File: src/rtl/core/itda_pkg.sv
`default_nettype none
package itda_pkg;

  // Operand and text sizes
  localparam int VALUE_W    = 64;
  localparam int NUM_DIGITS = 20;
  localparam int DIGIT_W    = 4;
  localparam int BCD_W      = NUM_DIGITS * DIGIT_W;
  localparam int CHAR_W     = 6;
  localparam int BCNT_W     = $clog2(VALUE_W);
  localparam int DCNT_W     = $clog2(NUM_DIGITS);

  // Character codes
  localparam logic [CHAR_W-1:0] DIGIT_BASE = 6'd48;
  localparam logic [CHAR_W-1:0] MINUS_CHAR = 6'd45;

  // Double-dabble correction: a digit of five or more gets three added
  localparam logic [DIGIT_W-1:0] BCD_ADJ_MIN = 4'd5;
  localparam logic [DIGIT_W-1:0] BCD_ADJ_ADD = 4'd3;

  // Mode codes
  localparam logic OP_UNSIGNED = 1'b0;
  localparam logic OP_SIGNED   = 1'b1;

  // Last iteration / digit positions
  localparam logic [BCNT_W-1:0] BCNT_LAST = BCNT_W'(VALUE_W - 1);
  localparam logic [DCNT_W-1:0] DCNT_LAST = DCNT_W'(NUM_DIGITS - 1);

  // Controller to datapath
  typedef struct packed {
    logic load;         // capture magnitude and sign, clear counters
    logic shift_bit;    // one double-dabble step
    logic shift_digit;  // drop the top BCD digit
    logic sel_sign;     // output shows the minus sign
  } itda_cmd_t;

  // Datapath to controller
  typedef struct packed {
    logic negative;     // value printed with a leading minus
    logic bit_last;     // final conversion step in progress
    logic digit_zero;   // top BCD digit is zero
    logic digit_last;   // top BCD digit is the units digit
  } itda_sts_t;

endpackage
`default_nettype wire

File: src/rtl/core/itda_dp.sv
`default_nettype none
module itda_dp import itda_pkg::*; (
  input  wire logic               clk,
  input  wire logic               rst_n,
  input  wire logic [VALUE_W-1:0] value,
  input  wire logic               opcode,
  input  wire itda_cmd_t          cmd,
  output itda_sts_t               sts,
  output logic      [CHAR_W-1:0]  character,
  output logic                    last
);

  logic [VALUE_W-1:0] bin_r, bin_nxt;
  logic [BCD_W-1:0]   bcd_r, bcd_nxt;
  logic               neg_r, neg_nxt;
  logic [BCNT_W-1:0]  bcnt_r, bcnt_nxt;
  logic [DCNT_W-1:0]  dcnt_r, dcnt_nxt;
  logic [BCD_W-1:0]   bcd_adj;
  logic               neg_in;
  logic [DIGIT_W-1:0] top_digit;

  // Sign detect on the incoming operand
  assign neg_in = (opcode == OP_SIGNED) && value[VALUE_W-1];

  // Add-3 correction on every digit before the shift
  always_comb begin
    for (int i = 0; i < NUM_DIGITS; i++) begin
      if (bcd_r[i*DIGIT_W +: DIGIT_W] >= BCD_ADJ_MIN) begin
        bcd_adj[i*DIGIT_W +: DIGIT_W] = bcd_r[i*DIGIT_W +: DIGIT_W] + BCD_ADJ_ADD;
      end else begin
        bcd_adj[i*DIGIT_W +: DIGIT_W] = bcd_r[i*DIGIT_W +: DIGIT_W];
      end
    end
  end

  // Next-value selection
  always_comb begin
    bin_nxt  = bin_r;
    bcd_nxt  = bcd_r;
    neg_nxt  = neg_r;
    bcnt_nxt = bcnt_r;
    dcnt_nxt = dcnt_r;
    if (cmd.load) begin
      bin_nxt  = neg_in ? (VALUE_W'(0) - value) : value;
      bcd_nxt  = '0;
      neg_nxt  = neg_in;
      bcnt_nxt = '0;
      dcnt_nxt = '0;
    end else if (cmd.shift_bit) begin
      bcd_nxt  = {bcd_adj[BCD_W-2:0], bin_r[VALUE_W-1]};
      bin_nxt  = {bin_r[VALUE_W-2:0], 1'b0};
      bcnt_nxt = bcnt_r + 1'b1;
    end else if (cmd.shift_digit) begin
      bcd_nxt  = {bcd_r[BCD_W-DIGIT_W-1:0], {DIGIT_W{1'b0}}};
      dcnt_nxt = dcnt_r + 1'b1;
    end
  end

  // Counters and sign flag
  always_ff @(posedge clk) begin
    if (!rst_n) begin
      bcnt_r <= '0;
      dcnt_r <= '0;
      neg_r  <= 1'b0;
    end else begin
      bcnt_r <= bcnt_nxt;
      dcnt_r <= dcnt_nxt;
      neg_r  <= neg_nxt;
    end
  end

  // Shift registers, payload only
  always_ff @(posedge clk) begin
    bin_r <= bin_nxt;
    bcd_r <= bcd_nxt;
  end

  assign top_digit = bcd_r[BCD_W-1 -: DIGIT_W];

  assign sts.negative   = neg_r;
  assign sts.bit_last   = (bcnt_r == BCNT_LAST);
  assign sts.digit_zero = (top_digit == '0);
  assign sts.digit_last = (dcnt_r == DCNT_LAST);

  // Character out
  assign character = cmd.sel_sign ? MINUS_CHAR
                                  : (DIGIT_BASE + {{(CHAR_W-DIGIT_W){1'b0}}, top_digit});
  assign last      = !cmd.sel_sign && (dcnt_r == DCNT_LAST);

endmodule
`default_nettype wire

File: src/rtl/core/itda_ctrl.sv
`default_nettype none
module itda_ctrl import itda_pkg::*; (
  input  wire logic  clk,
  input  wire logic  rst_n,
  input  wire logic  in_valid,
  output logic       in_ready,
  output logic       out_valid,
  input  wire logic  out_ready,
  input  wire itda_sts_t sts,
  output itda_cmd_t  cmd
);

  typedef enum logic [2:0] {
    S_IDLE,
    S_CONV,
    S_SCAN,
    S_SIGN,
    S_DIGIT
  } state_t;

  state_t state_r, state_nxt;
  logic   in_ready_r, in_ready_nxt;
  logic   out_valid_r, out_valid_nxt;

  // Next state and commands
  always_comb begin
    state_nxt       = state_r;
    cmd             = '0;
    cmd.sel_sign    = (state_r == S_SIGN);
    unique case (state_r)
      S_IDLE: begin
        if (in_valid && in_ready_r) begin
          cmd.load  = 1'b1;
          state_nxt = S_CONV;
        end
      end
      S_CONV: begin
        cmd.shift_bit = 1'b1;
        if (sts.bit_last) begin
          state_nxt = S_SCAN;
        end
      end
      S_SCAN: begin
        // skip leading zeros, keep the units digit
        if (sts.digit_zero && !sts.digit_last) begin
          cmd.shift_digit = 1'b1;
        end else if (sts.negative) begin
          state_nxt = S_SIGN;
        end else begin
          state_nxt = S_DIGIT;
        end
      end
      S_SIGN: begin
        if (out_ready) begin
          state_nxt = S_DIGIT;
        end
      end
      S_DIGIT: begin
        if (out_ready) begin
          if (sts.digit_last) begin
            state_nxt = S_IDLE;
          end else begin
            cmd.shift_digit = 1'b1;
          end
        end
      end
      default: state_nxt = S_IDLE;
    endcase
    in_ready_nxt  = (state_nxt == S_IDLE);
    out_valid_nxt = (state_nxt == S_SIGN) || (state_nxt == S_DIGIT);
  end

  // State and registered handshake outputs
  always_ff @(posedge clk) begin
    if (!rst_n) begin
      state_r     <= S_IDLE;
      in_ready_r  <= 1'b0;
      out_valid_r <= 1'b0;
    end else begin
      state_r     <= state_nxt;
      in_ready_r  <= in_ready_nxt;
      out_valid_r <= out_valid_nxt;
    end
  end

  assign in_ready  = in_ready_r;
  assign out_valid = out_valid_r;

endmodule
`default_nettype wire

File: src/rtl/core/integer_to_decimal_ascii.sv
// Sequence: after the input transfer the BCD shifter converts one bit per cycle, then
//   the scan skips leading zero digits, then the first character is presented.
// Input: a new value is taken only after the previous text is sent; the emitter gives
//   one digit per cycle while out_tready is high, and out_tready low stalls it.
// Reset: synchronous, active low; the block comes up idle with no output pending.
`default_nettype none
module integer_to_decimal_ascii import itda_pkg::*; (
  input  wire logic        clk,
  input  wire logic        rst_n,
  input  wire logic        in_tvalid,
  output logic             in_tready,
  input  wire logic [63:0] in_tdata,   // [63:0] value
  input  wire logic [0:0]  in_tuser,   // [0] opcode
  output logic             out_tvalid,
  input  wire logic        out_tready,
  output logic      [7:0]  out_tdata,  // [5:0] character, [7:6] zero
  output logic             out_tlast   // last
);

  itda_cmd_t         cmd;
  itda_sts_t         sts;
  logic [CHAR_W-1:0] character;

  itda_ctrl u_ctrl (
    .clk       (clk),
    .rst_n     (rst_n),
    .in_valid  (in_tvalid),
    .in_ready  (in_tready),
    .out_valid (out_tvalid),
    .out_ready (out_tready),
    .sts       (sts),
    .cmd       (cmd)
  );

  itda_dp u_dp (
    .clk       (clk),
    .rst_n     (rst_n),
    .value     (in_tdata[VALUE_W-1:0]),
    .opcode    (in_tuser[0]),
    .cmd       (cmd),
    .sts       (sts),
    .character (character),
    .last      (out_tlast)
  );

  assign out_tdata = {{(8-CHAR_W){1'b0}}, character};

endmodule
`default_nettype wire

File: config.mk
export PLATFORM = sky130hd
export DESIGN_NAME = integer_to_decimal_ascii
export DESIGN_NICKNAME = d
export VERILOG_FILES = /design/src/rtl/core/itda_pkg.sv /design/src/rtl/core/itda_dp.sv /design/src/rtl/core/itda_ctrl.sv /design/src/rtl/core/integer_to_decimal_ascii.sv
export SDC_FILE = /design/constraint.sdc
export NUM_CORES = 1
export LEC_CHECK = 0
export ABC_AREA = 1
export BUFFER_PORTS_ARGS = -buffer_cell sky130_fd_sc_hd__buf_4
export CORE_ASPECT_RATIO = 0.75
export CORE_MARGIN = 4
export CORE_UTILIZATION = 50
export CTS_CLUSTER_DIAMETER = 50
export DETAILED_ROUTE_END_ITERATION = 12
export PLACE_DENSITY = 0.68
export SLEW_MARGIN = 20
export SYNTH_ARGS = -nofsm -noshare
export SYNTH_HDL_FRONTEND = slang
export SYNTH_SLANG_ARGS = --single-unit
File: constraint.sdc
create_clock -name clk -period 3.7 [get_ports clk]
set_clock_uncertainty 0.15 [all_clocks]
set_input_delay 0.185 -clock clk [delete_from_list [all_inputs] [get_ports clk]]
set_output_delay 0.185 -clock clk [all_outputs]
set_load 0.01 [all_outputs]
==> results.py <==
metrics = {
    "sta": {
        "layout_min_cycle_time_ns": 2.59,
        "relSlewSlack": 0.341,
        "tns_ns": 0,
        "hold_viol": 0,
        "timing.final.crit_share": 0.700,
        "rsz0062_at_grt": "false",
        "fin_ws_ns": 1.11,
        "finalSetupViolCount": 0,
        "worst_pin_slew_ns": 0.986,
        "max_clock_freq_mhz": 386,
        "final_max_slew_viol_count": 0,
    },
    "synth": {
        "synth_top_area_frac": 0.186,
        "synth-seq-cells": 161,
        "synthTopCellsByArea": "dfxtp_1 19%, edfxtp_1 18%, nand2_1 16%",
        "synth_ff_type": "dfxtp_1",
        "synth.most_common_cell": "nand2_1",
        "syn_area_per_cell_um2": 6.91,
        "synth_common_cells": "452 x nand2_1, 138 x inv_1, 129 x o21ai_0",
        "synth_area_um2": 10500,
        "yosysSeqAreaShare": 0.369,
        "synth_edf_count": 64,
        "synthCells": 1515,
        "async_flop_share": 0,
        "synth_area_leader_cell": "dfxtp_1",
        "ys.warnings.count": 0,
        "synth.distinct_cells": 37,
    },
    "outcome": {
        "status": "finished, final reports clean",
    },
    "flow_run": {
        "max_cap_viol_count": 0,
    },
    "placed_design": {
        "place_congestion": 1.04,
        "dp_slack_ns": 1.05,
        "dp_hpwl_um": 19600,
        "port_buffers": 76,
    },
    "routing": {
        "drt_iter0_drc": 1161,
        "wl_um": 27800,
        "drtPass1Iterations": 6,
        "wl_per_cell_um": 14.9,
        "drc": 0,
        "drtAntennaViolNets": 0,
        "vias": 10367,
        "vias_per_cell": 5.54,
    },
    "power_and_ir_drop": {
        "p_clk_frac": 0.406,
        "intPower_mw": 3.31,
        "switchingPower_mw": 1.28,
        "p_comb_frac": 0.148,
        "pwr-share-seq": 0.445,
        "leakage_nw": 4.57,
        "powerDensity_nw_per_um2": 384,
        "worst_ir_drop_vdd_uv": 329,
        "swShare": 0.279,
    },
    "global_route": {
        "grt_pass1_wl_um": 45800,
        "grt-ovfl-total": 0,
        "grt_pass1_vias": 9107,
        "grt_start_max_net_pins": 87,
        "grt_use_total": 0.235,
        "use_met3": 0.0548,
        "grt_use_met1": 0.358,
        "grt_antenna_before_repair": 0,
        "use_met2": 0.340,
        "busiest_layer": "met1",
    },
    "critical_path": {
        "cpPeakStageDelay_ns": 0.51,
        "critPathCaptureType": "flop",
        "worst_ep_required_time_ns": 3.90,
        "worstPathCellList": "ha_1 > nand4_2 > nand4_1 > nand2_2 > nor2_4 > buf_4 > nand2_1 > a31oi_1",
        "worst_path_max_delay_cell": "buf_4",
        "worstPathArrival_ns": 2.79,
        "crit_type": "reg2reg",
        "crit_path_start_kind": "flop",
        "worstPathMaxFanout": 54,
    },
    "hold_path": {
        "hold_path_class": "in2reg",
    },
    "clock_network": {
        "cts_resized": 0,
        "clk_latency_ns": 0.43,
        "ctsRootBufferMaster": "clkbuf_16",
        "tritoncts": "yes",
        "htreeDepth": 4,
        "clkSinkCount": 161,
        "clockBufferDepth": 2,
        "postCtsSetupRepairBufs": 0,
        "path_clk_slew_ns": 0.07,
        "cts_made_buffers": 17,
    },
    "floorplanning": {
        "io_pins": 80,
        "die_h_um": 133,
        "core_um2": 20400,
        "die_x_um": 175,
        "start_util": 0.513,
        "rows": 45,
        "die_area_um2": 23300,
    },
    "cells_and_area": {
        "layout.nets": 1690,
        "drive_gt1_frac": 0.101,
        "diodes": 0,
        "syn_to_final_growth_pct": 14.4,
    },
}
==> layer usage <==
layer / vias to the layer above / part of all wire
met5: - / 0
met4: 0 / 0.010
met3: 29 / 0.085
met2: 409 / 0.42
met1: 4716 / 0.49
li1: 5213 / -
==> worst max-delay path: cells and delay by family (launching register included) <==
kind	cells	cell delay [ns]
flip-flops	1	0.37
AND/OR/NAND/NOR	5	1.07
buffers and inverters	1	0.51
AO/OA/AOI/OAI	1	0.15
adder cells (fa/ha/maj)	1	0.22
==> worst paths after layout <==
check | endpoint | start | cells after the start | slack, ns
min | u_dp.bin_r[60] | in_tdata[60] | 4 | 0.01
max reg2reg | u_dp.bcd_r[30] | u_dp.dcnt_r[0] | 8 | 1.11
min reg2reg | u_dp.bcnt_r[5] | u_dp.bcnt_r[5] | 2 | 0.31
max | u_dp.bcd_r[30] | u_dp.dcnt_r[0] | 8 | 1.11
==> metrics by stage <==
stage	power (mW)	hold slack [ns]	instances	cell area, um^2	util
floorplan	2.51	0.151	1516	10500	-
global placement	2.74	0.279	1827	11200	0.551
detailed placement	2.74	0.285	1827	11200	0.551
CTS	4.62	0.00260	1872	12000	0.587
global route	4.82	0.0126	1872	12000	0.587
finish	4.60	0.0126	1872	12000	0.587
==> registers in the layout, indices dropped and copies added (netlist names) <==
| register | count |
|---|---|
| u_dp.neg_r | 1 |
| u_dp.bcd_r | 80 |
| u_ctrl.in_ready | 1 |
| u_dp.bin_r | 64 |
| u_dp.bcnt_r | 6 |
| u_dp.dcnt_r | 5 |
| u_ctrl.out_valid | 1 |
| u_ctrl.state_r | 3 |
==> cells in the final DEF (no fill, tap or decap), types with 9 or more instances in the layout <==
cell	netlist	routed
nand2_1	452	451
inv_1	138	138
o21ai_0	129	129
nor2_1	119	119
nand3_1	103	102
dfxtp_1	97	97
a21oi_1	95	95
buf_4	4	85
a31oi_1	79	79
edfxtp_1	64	64
ha_1	44	44
nand4_1	28	28
xor2_1	20	20
or2_2	19	19
o211ai_1	19	19
clkbuf_16	0	17
dlygate4sd3_1	0	13
xnor2_1	9	9
==> logic make-up after synthesis <==
family	share of synthesized area
AND/OR/NAND/NOR	0.302
AO/OA/AOI/OAI	0.175
buffers and inverters	0.0770
flip-flops	0.369
adder cells (fa/ha/maj)	0.0526
XOR/XNOR	0.0243
other	0.000718
==> timing repair <==
action	4_1_cts	5_1_grt
setup endpoints to repair	0	0
hold buffers	13	0
hold endpoints to repair	18	0
==> cell type report <==
cell class / count / area [um^2]
Fill cell: 1956 / 8410
Multi-Input combinational cell: 1155 / 5810
Sequential cell: 161 / 3860
Timing Repair Buffer: 99 / 788
Inverter: 143 / 539
Clock buffer: 17 / 425
Tap cell: 282 / 353
Clock inverter: 15 / 194
==> power groups by stage <==
stage / registers [mW] / logic [mW] / clock network, mW
global placement: 2.08 / 0.656 / 0
detailed placement: 2.08 / 0.661 / 0
CTS: 2.05 / 0.675 / 1.90
floorplan: 2.08 / 0.438 / 0
finish: 2.05 / 0.683 / 1.87
global route: 2.06 / 0.768 / 1.99
Power figures use the tool's default switching activity.
